### src/design/text_console_escape_writer_unit_macros.svh
// Assertion macros shared by the console writer RTL.
// Included by files that carry concurrent checks; no other dependencies.
`ifndef TEXT_CONSOLE_ESCAPE_WRITER_UNIT_MACROS_SVH
`define TEXT_CONSOLE_ESCAPE_WRITER_UNIT_MACROS_SVH

// Antecedent implies consequent in the same cycle.
`define TCEW_ASSERT_IMP(label, clk, rstn, ante, cons, msg) \
    label: assert property (@(posedge clk) disable iff (!(rstn)) (ante) |-> (cons)) \
        else $error(msg);

// Condition must never hold.
`define TCEW_ASSERT_NEVER(label, clk, rstn, cond, msg) \
    label: assert property (@(posedge clk) disable iff (!(rstn)) !(cond)) \
        else $error(msg);

`endif

### src/design/tcew_pkg.sv
// Package for the text console escape writer: payload structs, command format,
// character constants and escape form tables. No dependencies.
`timescale 1ns / 1ps

package tcew_pkg;

    localparam int CELL_INDEX_W = 11;
    localparam int POS_W        = 7;
    localparam int HELD_DEPTH   = 6;
    localparam int HELD_CNT_W   = 3;
    localparam int CMD_DEPTH    = 4;
    localparam int CMD_PTR_W    = 2;
    localparam int CMD_CNT_W    = 3;
    localparam int NUM_FORMS    = 6;

    localparam logic [7:0] CH_LBRACK   = 8'h5B;
    localparam logic [7:0] CH_SEMI     = 8'h3B;
    localparam logic [7:0] CH_LOWER_M  = 8'h6D;
    localparam logic [7:0] CH_LOWER_F  = 8'h66;
    localparam logic [7:0] CH_THREE    = 8'h33;
    localparam logic [7:0] CH_FOUR     = 8'h34;
    localparam logic [7:0] CH_ZERO     = 8'h30;
    localparam logic [7:0] CH_NINE     = 8'h39;
    localparam logic [7:0] CH_SPACE    = 8'h20;
    localparam logic [7:0] DEL_BYTE    = 8'h7F;
    localparam logic [7:0] COLOR_RESET = 8'h0F;

    // Escape forms in match priority order
    localparam logic [2:0] FORM_FG  = 3'd0;  // 3cm
    localparam logic [2:0] FORM_BG  = 3'd1;  // 4cm
    localparam logic [2:0] FORM_P11 = 3'd2;  // R;Cf
    localparam logic [2:0] FORM_P12 = 3'd3;  // R;CCf
    localparam logic [2:0] FORM_P21 = 3'd4;  // RR;Cf
    localparam logic [2:0] FORM_P22 = 3'd5;  // RR;CCf

    localparam logic [2:0] FORM_LEN [NUM_FORMS] = '{3'd3, 3'd3, 3'd4, 3'd5, 3'd5, 3'd6};
    localparam logic [2:0] FORM_PA  [NUM_FORMS] = '{3'd0, 3'd0, 3'd1, 3'd1, 3'd2, 3'd2};
    localparam logic [7:0] FORM_CA  [NUM_FORMS] =
        '{CH_THREE, CH_FOUR, CH_SEMI, CH_SEMI, CH_SEMI, CH_SEMI};
    localparam logic [2:0] FORM_PB  [NUM_FORMS] = '{3'd2, 3'd2, 3'd3, 3'd4, 3'd4, 3'd5};
    localparam logic [7:0] FORM_CB  [NUM_FORMS] =
        '{CH_LOWER_M, CH_LOWER_M, CH_LOWER_F, CH_LOWER_F, CH_LOWER_F, CH_LOWER_F};

    typedef struct packed {
        logic [7:0] text_byte;
        logic       buffer_end;
    } in_item_t;

    typedef struct packed {
        logic [CELL_INDEX_W-1:0] cell_index;
        logic [15:0]             cell_value;
        logic                    run_last;
    } out_item_t;

    typedef enum logic [1:0] {
        OP_PLAIN,
        OP_FG,
        OP_BG,
        OP_POS
    } cmd_op_t;

    typedef struct packed {
        cmd_op_t          op;
        logic [7:0]       data;      // character, or color nibble in [3:0]
        logic [POS_W-1:0] row;
        logic [POS_W-1:0] col;
        logic             run_last;
    } cmd_t;

endpackage

### src/design/text_console_escape_writer_unit.sv
// Text console escape writer: byte stream in, screen cell writes out.
//
// s_ channel takes one text byte (plus a buffer-end mark) per transfer; m_
// channel delivers cell writes {cell_index, cell_value, run_last}, with
// run_last set on the last cell write caused by one input byte.
// A byte's cell write goes through the command queue and output register.
// Plain bytes and bytes inside an escape sequence are taken one per cycle.
// When an escape sequence fails or its buffer ends, the parser replays the
// held bytes (and the breaking byte, unless it reopens an escape) into the
// command queue one per cycle while it has room, up to 6 bytes; s_ready
// is low during the replay. The back end writes one cell per cycle.
// A four-entry command queue sits between parser and cell writer; when the
// receiver stalls, the output register holds, the queue fills, and s_ready
// drops until room opens again.
// Reset puts the cursor at cell 0, color to white on black (0x0F) and the
// parser to idle; the queue and output register are emptied.
// Depends on tcew_pkg, tcew_front, tcew_cmd_fifo and tcew_back.
`timescale 1ns / 1ps

module text_console_escape_writer_unit import tcew_pkg::*; #(
    parameter int SCREEN_ROWS = 25,
    parameter int SCREEN_COLS = 80
) (
    input  logic      aclk,
    input  logic      aresetn,
    input  logic      s_valid,
    output logic      s_ready,
    input  in_item_t  s_data,
    output logic      m_valid,
    input  logic      m_ready,
    output out_item_t m_data
);

    logic fifo_full, fifo_empty;
    logic push, pop;
    cmd_t push_cmd, pop_cmd;

    tcew_front #(
        .SCREEN_ROWS (SCREEN_ROWS),
        .SCREEN_COLS (SCREEN_COLS)
    ) u_front (
        .aclk      (aclk),
        .aresetn   (aresetn),
        .s_valid   (s_valid),
        .s_ready   (s_ready),
        .s_data    (s_data),
        .fifo_full (fifo_full),
        .push      (push),
        .push_cmd  (push_cmd)
    );

    tcew_cmd_fifo u_fifo (
        .aclk     (aclk),
        .aresetn  (aresetn),
        .push     (push),
        .push_cmd (push_cmd),
        .pop      (pop),
        .full     (fifo_full),
        .empty    (fifo_empty),
        .pop_cmd  (pop_cmd)
    );

    tcew_back #(
        .SCREEN_ROWS (SCREEN_ROWS),
        .SCREEN_COLS (SCREEN_COLS)
    ) u_back (
        .aclk      (aclk),
        .aresetn   (aresetn),
        .cmd_empty (fifo_empty),
        .cmd       (pop_cmd),
        .pop       (pop),
        .m_valid   (m_valid),
        .m_ready   (m_ready),
        .m_data    (m_data)
    );

endmodule

### src/design/tcew_front.sv
// Front end: accepts bytes, runs the escape parser, replays held bytes and
// pushes commands into the queue. Depends on tcew_pkg and the macro header.
`timescale 1ns / 1ps
`include "text_console_escape_writer_unit_macros.svh"

module tcew_front import tcew_pkg::*; #(
    parameter int SCREEN_ROWS = 25,
    parameter int SCREEN_COLS = 80
) (
    input  logic     aclk,
    input  logic     aresetn,
    input  logic     s_valid,
    output logic     s_ready,
    input  in_item_t s_data,
    input  logic     fifo_full,
    output logic     push,
    output cmd_t     push_cmd
);

    typedef enum logic [1:0] {
        ST_ACCEPT = 2'b01,
        ST_REPLAY = 2'b10
    } state_t;

    state_t                state_reg, state_next;
    logic                  phase_reg, phase_next;
    logic [HELD_CNT_W-1:0] held_cnt_reg, held_cnt_next;
    logic [HELD_CNT_W-1:0] rep_cnt_reg, rep_cnt_next;
    logic                  tail_open_reg, tail_open_next;
    logic [7:0]            held_reg [HELD_DEPTH];

    logic                  accept;
    logic [7:0]            b;
    logic                  is_end;
    logic [HELD_CNT_W-1:0] len;
    logic [7:0]            s_ch [HELD_DEPTH];
    logic                  in_len [HELD_DEPTH];
    logic [NUM_FORMS-1:0]  compat, full_m, viab;
    logic [2:0]            sel;
    logic                  any_full, viable;
    logic                  two_r, two_c;
    logic [7:0]            c0, c1;
    logic                  row_ok, col_ok, pos_ok;
    logic [POS_W-1:0]      row_val, col_val;
    logic                  tail_plain, tail_open;
    logic                  hold_wr, shift_en;

    function automatic logic is_dig(input logic [7:0] c);
        return (c >= CH_ZERO) && (c <= CH_NINE);
    endfunction

    // Two-digit value; digit codes carry their value in the low nibble
    function automatic logic [POS_W-1:0] two_dig(input logic [7:0] hi, input logic [7:0] lo);
        return POS_W'(hi[3:0]) * POS_W'(10) + POS_W'(lo[3:0]);
    endfunction

    assign b       = s_data.text_byte;
    assign is_end  = s_data.buffer_end;
    assign s_ready = (state_reg == ST_ACCEPT) && !fifo_full;
    assign accept  = s_valid && s_ready;
    assign len     = held_cnt_reg + HELD_CNT_W'(1);

    // Candidate sequence: held bytes followed by the incoming byte
    always_comb begin
        for (int p = 0; p < HELD_DEPTH; p++) begin
            in_len[p] = (HELD_CNT_W'(p) <= held_cnt_reg);
            s_ch[p]   = (HELD_CNT_W'(p) < held_cnt_reg) ? held_reg[p] : b;
        end
    end

    always_comb begin
        for (int i = 0; i < NUM_FORMS; i++) begin
            compat[i] = (!in_len[FORM_PA[i]] || (s_ch[FORM_PA[i]] == FORM_CA[i])) &&
                        (!in_len[FORM_PB[i]] || (s_ch[FORM_PB[i]] == FORM_CB[i]));
            full_m[i] = compat[i] && (FORM_LEN[i] == len);
            viab[i]   = compat[i] && (FORM_LEN[i] > len);
        end
        sel = FORM_FG;
        for (int i = NUM_FORMS - 1; i >= 0; i--) begin
            if (full_m[i]) begin
                sel = 3'(i);
            end
        end
    end

    assign any_full = |full_m;
    assign viable   = |viab;

    assign two_r = (sel == FORM_P21) || (sel == FORM_P22);
    assign two_c = (sel == FORM_P12) || (sel == FORM_P22);
    assign c0    = two_r ? s_ch[3] : s_ch[2];
    assign c1    = two_r ? s_ch[4] : s_ch[3];

    assign row_ok  = is_dig(s_ch[0]) && (!two_r || is_dig(s_ch[1]));
    assign col_ok  = is_dig(c0) && (!two_c || is_dig(c1));
    assign row_val = two_r ? two_dig(s_ch[0], s_ch[1]) : POS_W'(s_ch[0][3:0]);
    assign col_val = two_c ? two_dig(c0, c1) : POS_W'(c0[3:0]);
    assign pos_ok  = row_ok && col_ok &&
                     (row_val < POS_W'(SCREEN_ROWS)) && (col_val < POS_W'(SCREEN_COLS));

    // After a failed sequence the breaking byte is written, or, if it is [, reopens an escape (dropped at buffer end)
    assign tail_plain = viable || (b != CH_LBRACK);
    assign tail_open  = !viable && (b == CH_LBRACK) && !is_end;

    always_comb begin
        state_next     = state_reg;
        phase_next     = phase_reg;
        held_cnt_next  = held_cnt_reg;
        rep_cnt_next   = rep_cnt_reg;
        tail_open_next = tail_open_reg;
        hold_wr        = 1'b0;
        shift_en       = 1'b0;
        push           = 1'b0;
        push_cmd       = '{op: OP_PLAIN, data: b, row: row_val, col: col_val,
                           run_last: 1'b1};
        case (state_reg)
            ST_ACCEPT: begin
                if (accept) begin
                    if (!phase_reg) begin
                        if (b == CH_LBRACK) begin
                            if (!is_end) begin
                                phase_next    = 1'b1;
                                held_cnt_next = '0;
                            end
                        end else begin
                            push = 1'b1;
                        end
                    end else if (any_full) begin
                        phase_next    = 1'b0;
                        held_cnt_next = '0;
                        push_cmd.data = {4'h0, s_ch[1][3:0]};
                        if (sel == FORM_FG) begin
                            push_cmd.op = OP_FG;
                            push        = 1'b1;
                        end else if (sel == FORM_BG) begin
                            push_cmd.op = OP_BG;
                            push        = 1'b1;
                        end else begin
                            push_cmd.op = OP_POS;
                            push        = pos_ok;
                        end
                    end else if (viable && !is_end) begin
                        hold_wr       = 1'b1;
                        held_cnt_next = len;
                    end else begin
                        hold_wr        = 1'b1;
                        phase_next     = 1'b0;
                        held_cnt_next  = '0;
                        rep_cnt_next   = held_cnt_reg + HELD_CNT_W'(tail_plain);
                        tail_open_next = tail_open;
                        if (held_cnt_reg == '0 && !tail_plain) begin
                            phase_next = tail_open;
                        end else begin
                            state_next = ST_REPLAY;
                        end
                    end
                end
            end
            ST_REPLAY: begin
                push_cmd.data     = held_reg[0];
                push_cmd.run_last = (rep_cnt_reg == HELD_CNT_W'(1));
                if (!fifo_full) begin
                    push         = 1'b1;
                    shift_en     = 1'b1;
                    rep_cnt_next = rep_cnt_reg - HELD_CNT_W'(1);
                    if (rep_cnt_reg == HELD_CNT_W'(1)) begin
                        state_next = ST_ACCEPT;
                        phase_next = tail_open_reg;
                    end
                end
            end
            default: begin
                state_next = ST_ACCEPT;
            end
        endcase
    end

    always_ff @(posedge aclk) begin
        if (!aresetn) begin
            state_reg     <= ST_ACCEPT;
            phase_reg     <= 1'b0;
            held_cnt_reg  <= '0;
            rep_cnt_reg   <= '0;
            tail_open_reg <= 1'b0;
        end else begin
            state_reg     <= state_next;
            phase_reg     <= phase_next;
            held_cnt_reg  <= held_cnt_next;
            rep_cnt_reg   <= rep_cnt_next;
            tail_open_reg <= tail_open_next;
        end
    end

    always_ff @(posedge aclk) begin
        if (hold_wr) begin
            held_reg[held_cnt_reg] <= b;
        end else if (shift_en) begin
            for (int i = 0; i < HELD_DEPTH - 1; i++) begin
                held_reg[i] <= held_reg[i+1];
            end
        end
    end

    `TCEW_ASSERT_IMP(a_replay_has_work, aclk, aresetn, state_reg == ST_REPLAY,
        rep_cnt_reg != '0, "replay state with nothing left to replay")
    `TCEW_ASSERT_NEVER(a_held_in_range, aclk, aresetn,
        held_cnt_reg > HELD_CNT_W'(HELD_DEPTH - 1), "held byte count out of range")
    `TCEW_ASSERT_NEVER(a_no_push_when_full, aclk, aresetn, push && fifo_full,
        "command pushed into a full queue")

endmodule

### src/design/tcew_cmd_fifo.sv
// Short command queue between parser front end and cell writer back end.
// Depends on tcew_pkg and the macro header.
`timescale 1ns / 1ps
`include "text_console_escape_writer_unit_macros.svh"

module tcew_cmd_fifo import tcew_pkg::*; (
    input  logic aclk,
    input  logic aresetn,
    input  logic push,
    input  cmd_t push_cmd,
    input  logic pop,
    output logic full,
    output logic empty,
    output cmd_t pop_cmd
);

    cmd_t                 entry_reg [CMD_DEPTH];
    logic [CMD_PTR_W-1:0] wr_ptr_reg, rd_ptr_reg;
    logic [CMD_CNT_W-1:0] count_reg;
    logic                 do_push, do_pop;

    assign full    = (count_reg == CMD_CNT_W'(CMD_DEPTH));
    assign empty   = (count_reg == '0);
    assign do_push = push && !full;
    assign do_pop  = pop && !empty;
    assign pop_cmd = entry_reg[rd_ptr_reg];

    always_ff @(posedge aclk) begin
        if (!aresetn) begin
            wr_ptr_reg <= '0;
            rd_ptr_reg <= '0;
            count_reg  <= '0;
        end else begin
            if (do_push) begin
                wr_ptr_reg <= wr_ptr_reg + CMD_PTR_W'(1);
            end
            if (do_pop) begin
                rd_ptr_reg <= rd_ptr_reg + CMD_PTR_W'(1);
            end
            if (do_push && !do_pop) begin
                count_reg <= count_reg + CMD_CNT_W'(1);
            end else if (do_pop && !do_push) begin
                count_reg <= count_reg - CMD_CNT_W'(1);
            end
        end
    end

    always_ff @(posedge aclk) begin
        if (do_push) begin
            entry_reg[wr_ptr_reg] <= push_cmd;
        end
    end

    `TCEW_ASSERT_NEVER(a_count_in_range, aclk, aresetn,
        count_reg > CMD_CNT_W'(CMD_DEPTH), "queue count exceeds depth")

endmodule

### src/design/tcew_back.sv
// Back end: executes queued commands, owns cursor and color, and drives the
// registered result channel. Depends on tcew_pkg and the macro header.
`timescale 1ns / 1ps
`include "text_console_escape_writer_unit_macros.svh"

module tcew_back import tcew_pkg::*; #(
    parameter int SCREEN_ROWS = 25,
    parameter int SCREEN_COLS = 80
) (
    input  logic      aclk,
    input  logic      aresetn,
    input  logic      cmd_empty,
    input  cmd_t      cmd,
    output logic      pop,
    output logic      m_valid,
    input  logic      m_ready,
    output out_item_t m_data
);

    localparam int CELLS = SCREEN_ROWS * SCREEN_COLS;
    localparam int CUR_W = (CELLS > 1) ? $clog2(CELLS) : 1;
    localparam int LIN_W = 2 * POS_W;

    logic [CUR_W-1:0] cursor_reg, cursor_next;
    logic [7:0]       color_reg, color_next;
    logic             m_valid_reg;
    out_item_t        m_data_reg, m_data_next;
    logic             out_free;
    logic [CUR_W:0]   cur_inc;
    logic [LIN_W-1:0] pos_lin;

    assign out_free = !m_valid_reg || m_ready;
    assign pop      = !cmd_empty && out_free;
    assign m_valid  = m_valid_reg;
    assign m_data   = m_data_reg;

    assign cur_inc = {1'b0, cursor_reg} + (CUR_W+1)'(1);
    assign pos_lin = LIN_W'(cmd.row) * LIN_W'(SCREEN_COLS) + LIN_W'(cmd.col);

    always_comb begin
        cursor_next = cursor_reg;
        color_next  = color_reg;
        m_data_next = '{cell_index: CELL_INDEX_W'(cursor_reg),
                        cell_value: {color_reg, cmd.data},
                        run_last:   cmd.run_last};
        case (cmd.op)
            OP_PLAIN: begin
                if (cmd.data == DEL_BYTE) begin
                    // delete at cell zero blanks cell zero and stays there
                    if (cursor_reg != '0) begin
                        cursor_next = cursor_reg - CUR_W'(1);
                    end
                    m_data_next.cell_index = CELL_INDEX_W'(cursor_next);
                    m_data_next.cell_value = {color_reg, CH_SPACE};
                end else begin
                    cursor_next = (cur_inc >= (CUR_W+1)'(CELLS)) ? '0 : cur_inc[CUR_W-1:0];
                end
            end
            OP_FG: begin
                color_next = {color_reg[7:4], cmd.data[3:0]};
            end
            OP_BG: begin
                color_next = {cmd.data[3:0], color_reg[3:0]};
            end
            OP_POS: begin
                cursor_next = CUR_W'(pos_lin);
            end
            default: begin
                cursor_next = cursor_reg;
            end
        endcase
    end

    always_ff @(posedge aclk) begin
        if (!aresetn) begin
            cursor_reg  <= '0;
            color_reg   <= COLOR_RESET;
            m_valid_reg <= 1'b0;
        end else begin
            if (pop) begin
                cursor_reg <= cursor_next;
                color_reg  <= color_next;
            end
            if (out_free) begin
                m_valid_reg <= pop && (cmd.op == OP_PLAIN);
            end
        end
    end

    always_ff @(posedge aclk) begin
        if (out_free) begin
            m_data_reg <= m_data_next;
        end
    end

    `TCEW_ASSERT_NEVER(a_cursor_on_screen, aclk, aresetn,
        {1'b0, cursor_reg} >= (CUR_W+1)'(CELLS), "cursor left the screen")

endmodule
### config.mk
export PLATFORM = sky130hd
export DESIGN_NAME = text_console_escape_writer_unit
export DESIGN_NICKNAME = d
export VERILOG_FILES = /design/src/design/tcew_pkg.sv /design/src/design/text_console_escape_writer_unit.sv /design/src/design/tcew_front.sv /design/src/design/tcew_cmd_fifo.sv /design/src/design/tcew_back.sv
export VERILOG_INCLUDE_DIRS = /design/src /design/src/design
export SDC_FILE = /design/constraint.sdc
export NUM_CORES = 1
export LEC_CHECK = 0
export ABC_AREA = 1
export BUFFER_PORTS_ARGS = -buffer_cell sky130_fd_sc_hd__buf_2
export CAP_MARGIN = 20
export CELL_PAD_IN_SITES_DETAIL_PLACEMENT = 1
export CELL_PAD_IN_SITES_GLOBAL_PLACEMENT = 1
export CORE_AREA = 10 10 164 166
export DETAILED_ROUTE_END_ITERATION = 10
export DIE_AREA = 0 0 174 176
export PLACE_DENSITY = 0.83
export REMOVE_ABC_BUFFERS = 1
export SYNTH_ARGS = -nofsm -noshare
export SYNTH_HDL_FRONTEND = slang
export SYNTH_HIERARCHICAL = 1
export SYNTH_SLANG_ARGS = --single-unit
### constraint.sdc
create_clock -name aclk -period 11.75 [get_ports aclk]
set_input_delay 0 -clock aclk [delete_from_list [all_inputs] [get_ports aclk]]
set_output_delay 0 -clock aclk [all_outputs]
set_load 0.005 [all_outputs]
Word-level counts from Yosys, hierarchy flattened
Memory sizes are Yosys's and may differ from the RTL's. A register that Yosys moved wholly into a read port is not among the register bits. Index checks and enable logic that the tools add are counted.

Register bits after elaboration: 65. Memories: 2. RAM bits: 148. Output and inout bits: 30.

Memories: u_fifo.entry_reg (depth 4, width 25, read ports 1, clocked after memory_dff 1, wr ports 1, line tcew_cmd_fifo.sv:17) `cmd_t entry_reg [CMD_DEPTH];`; u_front.held_reg (depth 6, width 8, read ports 6, clocked after memory_dff 0, wr ports 5, line tcew_front.sv:30) `logic [7:0] held_reg [HELD_DEPTH];`.

Add/subtract/negate cells: 12. Multiply operators: 3. Bitwise logic cells: 4. Multiplexer cells: 87. Order comparisons: 27. Equality and inequality tests: 34. Reduce and logical (&&, ||, !) cells: 89.

Operators by type and width (count): $mux 8 (9); $mux 3 (19); $mux 27 (2); $eq 8x7->1 const B (6); $logic_and 1x1->1 (39); $mux 11 (3); $eq 8x6->1 const B (4); $ge 8x6->1 const B (4); $le 8x6->1 const B (4); $pmux 8 s2 (2); $mux 1 (31); $mux 10 (3); $mux 2 (11); $pmux 11 s2 (1); $logic_not 1->1 (16); $add 7x4->7 (2); $logic_or 1x1->1 (14); $mux 7 (2); $add 11x1->12 const B (1); $ge 12x11->1 const B (1); $mul 4x3->6 const B (2); $reduce_or 6->1 (2); $add 11x7->11 (1); $reduce_bool 11->1 (1); other kinds (40) (76).

Logic depth before layout (Yosys ltp)
Word-level depth: 33. Mapped depth: 44.

Modules after synthesis
The synthesis kept the hierarchy.

Modules (own cells, without submodules): tcew_front (seq. area each 1641.6 um2, area each 4799.6 um2, times used 1, cells each 646); tcew_cmd_fifo (seq. area each 3183.1 um2, area each 4230.3 um2, times used 1, cells each 312); tcew_back (seq. area each 1241.2 um2, area each 3100.5 um2, times used 1, cells each 397).

Worst setup path before layout
OpenSTA, ideal clock, no wires.

Kind: register -> register. From: reg u_front.held_cnt_reg[0]. To: mem u_fifo/entry_reg[0][0] in the netlist's numbering, enable pin. Arrival time: 5.195 ns. Setup time: 0.407 ns. Path slack: 6.148 ns. Cell stages (with the launch flop): 30. Cells stage by stage: dfxtp_1 > buf_6 > inv_1 > buf_2 > ha_1 > nor3_1 > nand3_2 > nand3_4 > inv_2 > or2_2 > o21ai_1 > xnor2_1 > inv_1 > ha_1 > a21oi_1 > inv_1 > a31oi_1 > or2_2 > nor2_1 > xor2_1 > nand3_1 > nand3_1 > nand3_1 > nand2_1 > nand3_1 > nand2_1 > nand2_1 > a21oi_2 > nand2_2 > nor2_1.

Cells in the longest elaborated chain, start to end: 31. Elaborated cells on any way between the ends: 111.

RTL lines: from (decl) (line tcew_front.sv:27) `logic [HELD_CNT_W-1:0] held_cnt_reg, held_cnt_next;`; from (signal assigned) (line tcew_front.sv:188) `held_cnt_reg <= held_cnt_next;`; branches (longest 24 deep; another with $lt 2x3->1); $mux 1 (*) (line tcew_front.sv:128) `end else if (any_full) begin`; $mux 1 (*) (line tcew_front.sv:119) `if (!phase_reg) begin`; $mux 1 (*) (line tcew_front.sv:118) `if (accept) begin`; $pmux 1 s2 (*) (line tcew_front.sv:116) `case (state_reg)`; named net push (line text_console_escape_writer_unit.sv:35) `logic push, pop;`; $logic_and 1x1->1 (*) (line tcew_cmd_fifo.sv:24) `assign do_push = push && !full;`; $mux 1 (*) (line tcew_cmd_fifo.sv:49) `if (do_push) begin`; $mux 1 (implied by the code) (*) (line tcew_cmd_fifo.sv:50) `entry_reg[wr_ptr_reg] <= push_cmd;`; to (decl) (line tcew_cmd_fifo.sv:17).

Mark *: on every way through the listed nets, which the timed path passes.

Worst setup path after layout
From: reg u_front.held_cnt_reg[0]. To: reg u_fifo.count_reg[1].

Cells in the longest elaborated chain, start to end: 32. Elaborated cells on any way between the ends: 114.

RTL lines: branches (longest 24 deep; another with $lt 2x3->1); $mux 1 (*) (line tcew_front.sv:128); $mux 1 (*) (line tcew_front.sv:119); $mux 1 (*) (line tcew_front.sv:118); $pmux 1 s2 (*) (line tcew_front.sv:116); named net push (line text_console_escape_writer_unit.sv:35); $logic_and 1x1->1 (*) (line tcew_cmd_fifo.sv:24); named net u_fifo.do_push (line tcew_cmd_fifo.sv:20) `logic do_push, do_pop;`; $logic_not 1->1 (line tcew_cmd_fifo.sv:42) `end else if (do_pop && !do_push) begin`; $logic_and 1x1->1 (line tcew_cmd_fifo.sv:42); $reduce_bool 2->1 (no source line); to (signal assigned) (line tcew_cmd_fifo.sv:41) `count_reg <= count_reg + CMD_CNT_W'(1);`; to (signal assigned) (line tcew_cmd_fifo.sv:43) `count_reg <= count_reg - CMD_CNT_W'(1);`; to (decl) (line tcew_cmd_fifo.sv:19) `logic [CMD_CNT_W-1:0] count_reg;`.

Marked as above. A chain may end at the register's enable or synchronous reset.

==> results.ini <==
[placed_design]
port_buffers=42
dpl_worst_slack_ns=5.096
dp_hpwl_um=24840
gp_congestion=0.8922
place_inst=1677

[routing]
first_iter_violations=750
viasPerCell=5.658
route.top_layer_used=met4
wl_met3_um=1302
vias=9794
drc=0
ant_nets=0
routed-wl-met2_um=18420
met1Wirelength_um=14210
wl_per_cell_um=20.23
wl_um=35020
dr.pass1.iters=7

[synth]
synth_seq_area_share_pct=50.01
synth_edf_count=176
yosys_register_bits=215
synth_area_um2=12130
async_flop_share_pct=0
synth_top_family_by_area=simple AND/OR/NAND/NOR gates
yosys.area_share.xor_xnor_pct=1.805
synth-simple-area-share_pct=21.08
avgSynthCellArea_um2=8.952
yosysWarnings=6
synthMuxAreaShare_pct=0
syn_inst=1355
synthAdderAreaFrac_pct=5.591
ys_dominant_reg_cell=edfxtp_1
synth_compound_area_share_pct=13.04
yosysUniqueCellTypes=52

[setup_path]
start_kind=flop
cpPeakStageDelay_ns=0.70
worstReg2RegEnd=u_fifo/count_reg[1]$_SDFFE_PN0P_
worst-endpoint-arrival_ns=7.31
worstRegToRegCells=32
critPathMaxFanout=18
rrSetupSlack_ns=4.86
endpoint_kind=flop
critPathSlowestCell=dfxtp_1
r2r-start=u_front/held_cnt_reg[0]$_SDFFE_PN0P_
crit_type=reg2reg
worst_ep_required_time_ns=12.17

[clocking]
clkTransAtPathRegs_ns=0.06
insertion_delay_ns=0.54
cts.htree.levels=1
clock-root-buffer=clkbuf_16
cts_hold_buf=10
cts_tree=yes
clock_sinks=215
clockBufferDepth=3
cts_resized=0
cts_setup_buffers=0
cts_buffers=24

[layout]
area_delta_synth_final_pct=9.933
largest_register_ffs=100
diodes=0
nNetsFinal=1453
fin_cells=1731
drive_gt1_share_pct=12.58

[grt]
grt_overflow=0
grt_max_degree=52
antenna_found_initial=0
grt_first_pass_wirelength_um=56000
first_global_vias=10500
grtUsageTotal_pct=22.41

[power_and_ir_drop]
p_seq_share_pct=33.9
power_frac_comb_pct=43.0
ir_drop_mv=0.1259
power-per-cell-area_nw_per_um2=246.0
fin_total_pwr_w=0.003281
p_switching_w=0.001350
power_frac_clock_pct=23.1
intPower_w=0.001931
power.leakage_nw=5.516
swShare_pct=41.13

[sta]
max_freq_ghz=0.1451
fin_ws_ns=4.859
maxSlewHeadroom_pct=38.62
setup_violations=0
holdWs_ns=0.1036
skew_ns=0.02729
drv_slew=0
fin_crit_sh_pct=58.65
period_needed_ns=6.891
finalHoldViolations=0
max_slew.worst_pin.slew_ns=0.9152
fin_setup_tns_ns=0
rsz0062_at_grt=no

[floorplanning]
rows=57
die-area_um2=30620
die_x_um=174
ios=43
core-area_um2=23820
die_y_um=176
start_util_pct=50.92

[outcome]
status=complete, no violations

[job]
cap_violations=0

[hold_path]
worstHoldStart=m_ready
min_to=u_back/m_data[4]$_DFFE_PN_
hold_path_class=in2reg
whs_path_depth=4

[worst max path at each step]
| stage | slack [ns] | to | from |
|---|---|---|---|
| global placement | 5.44 | u_fifo/entry_reg[2][10]$_DFFE_PP_ | u_front/held_cnt_reg[0]$_SDFFE_PN0P_ |
| global route | 4.36 | u_fifo/count_reg[2]$_SDFFE_PN0P_ | u_front/held_cnt_reg[0]$_SDFFE_PN0P_ |
| finish | 4.86 | u_fifo/count_reg[1]$_SDFFE_PN0P_ | u_front/held_cnt_reg[0]$_SDFFE_PN0P_ |
| detailed placement | 5.10 | u_fifo/entry_reg[2][7]$_DFFE_PP_ | u_front/held_cnt_reg[0]$_SDFFE_PN0P_ |
| floorplan | 5.72 | u_fifo/entry_reg[0][0]$_DFFE_PP_ | u_front/held_cnt_reg[2]$_SDFFE_PN0P_ |
| CTS | 4.92 | u_fifo/count_reg[1]$_SDFFE_PN0P_ | u_front/held_cnt_reg[0]$_SDFFE_PN0P_ |
[synthesized netlist by cell type (8+ instances only)]
master	n	area share, %
nand2_1	278	8.6
edfxtp_1	176	44
inv_1	155	4.8
nor2_1	136	4.2
o21ai_0	115	4.7
nand3_1	77	3.2
a21oi_1	44	1.8
ha_1	43	4.4
dfxtp_1	39	6.4
nand2_2	27	1.4
o21ai_1	26	1.1
o22ai_1	25	1.3
nand4_1	22	1.1
xor2_1	20	1.4
buf_4	19	1.2
buf_6	16	1.5
a21oi_2	11	0.79
clkbuf_1	11	0.34
a22oi_1	8	0.50
[critical path: cells and delay by family (launching register included)]
kind / cells / cell delay [ns]
AOI/OAI and AO/OA: 5 / 0.77
xor gates and xnor gates: 2 / 0.41
and+or+nand+nor: 15 / 2.63
DFF: 1 / 0.70
adders and majority gates: 4 / 1.46
buffers and inverters: 6 / 0.78
[power groups by stage]
stage | sequential (W) | clock (W) | combinational (W)
floorplan | 0.00112 | 0 | 0.000960
global placement | 0.00112 | 0 | 0.00131
detailed placement | 0.00113 | 0 | 0.00139
CTS | 0.00111 | 0.000769 | 0.00142
global route | 0.00113 | 0.000798 | 0.00160
finish | 0.00111 | 0.000757 | 0.00141
[kinds of logic after synthesis]
kind of cell	after synthesis
AND/OR/NAND/NOR	579
flip-flops	215
adder cells (fa/ha/maj)	50
buffers and inverters	220
XOR/XNOR	25
AO/OA/AOI/OAI	266
[metal layers]
metal	global-route usage [%]	vias to the layer above
met1	25.14	4836
li1	-	4660
met4	8.158	0
met5	0	-
met3	2.862	75
met2	42.56	223
[through the flow]
stage	area (µm²)	utilization (%)
4_1_cts	13330	55.96
5_1_grt	13340	55.98
3_5_place_dp	12440	52.21
3_3_place_gp	12440	52.21
2_1_floorplan	11720	-
6_report	13340	55.98
[area by class of cell]
type / count / area, µm²
clock buffers: 37 / 699.4
clock inverters: 6 / 93.84
flip-flops and latches: 215 / 6066
multi-input cells: 920 / 5051
well taps: 324 / 405.4
repair buffers: 64 / 397.9
inverters: 165 / 621.8
fillers: 2808 / 10490
[layout by cell type, fill, tap and decap left out, drive strengths merged, types with 25 or more instances in the layout]
| cell type | Yosys | routed |
|---|---|---|
| nand2 | 305 | 305 |
| edfxtp | 176 | 176 |
| inv | 163 | 164 |
| o21ai | 149 | 149 |
| nor2 | 146 | 146 |
| nand3 | 83 | 83 |
| a21oi | 56 | 56 |
| buf | 44 | 54 |
| ha | 43 | 43 |
| dfxtp | 39 | 39 |
| clkbuf | 11 | 37 |
| o22ai | 25 | 25 |
(Power assumes the default switching activity.)
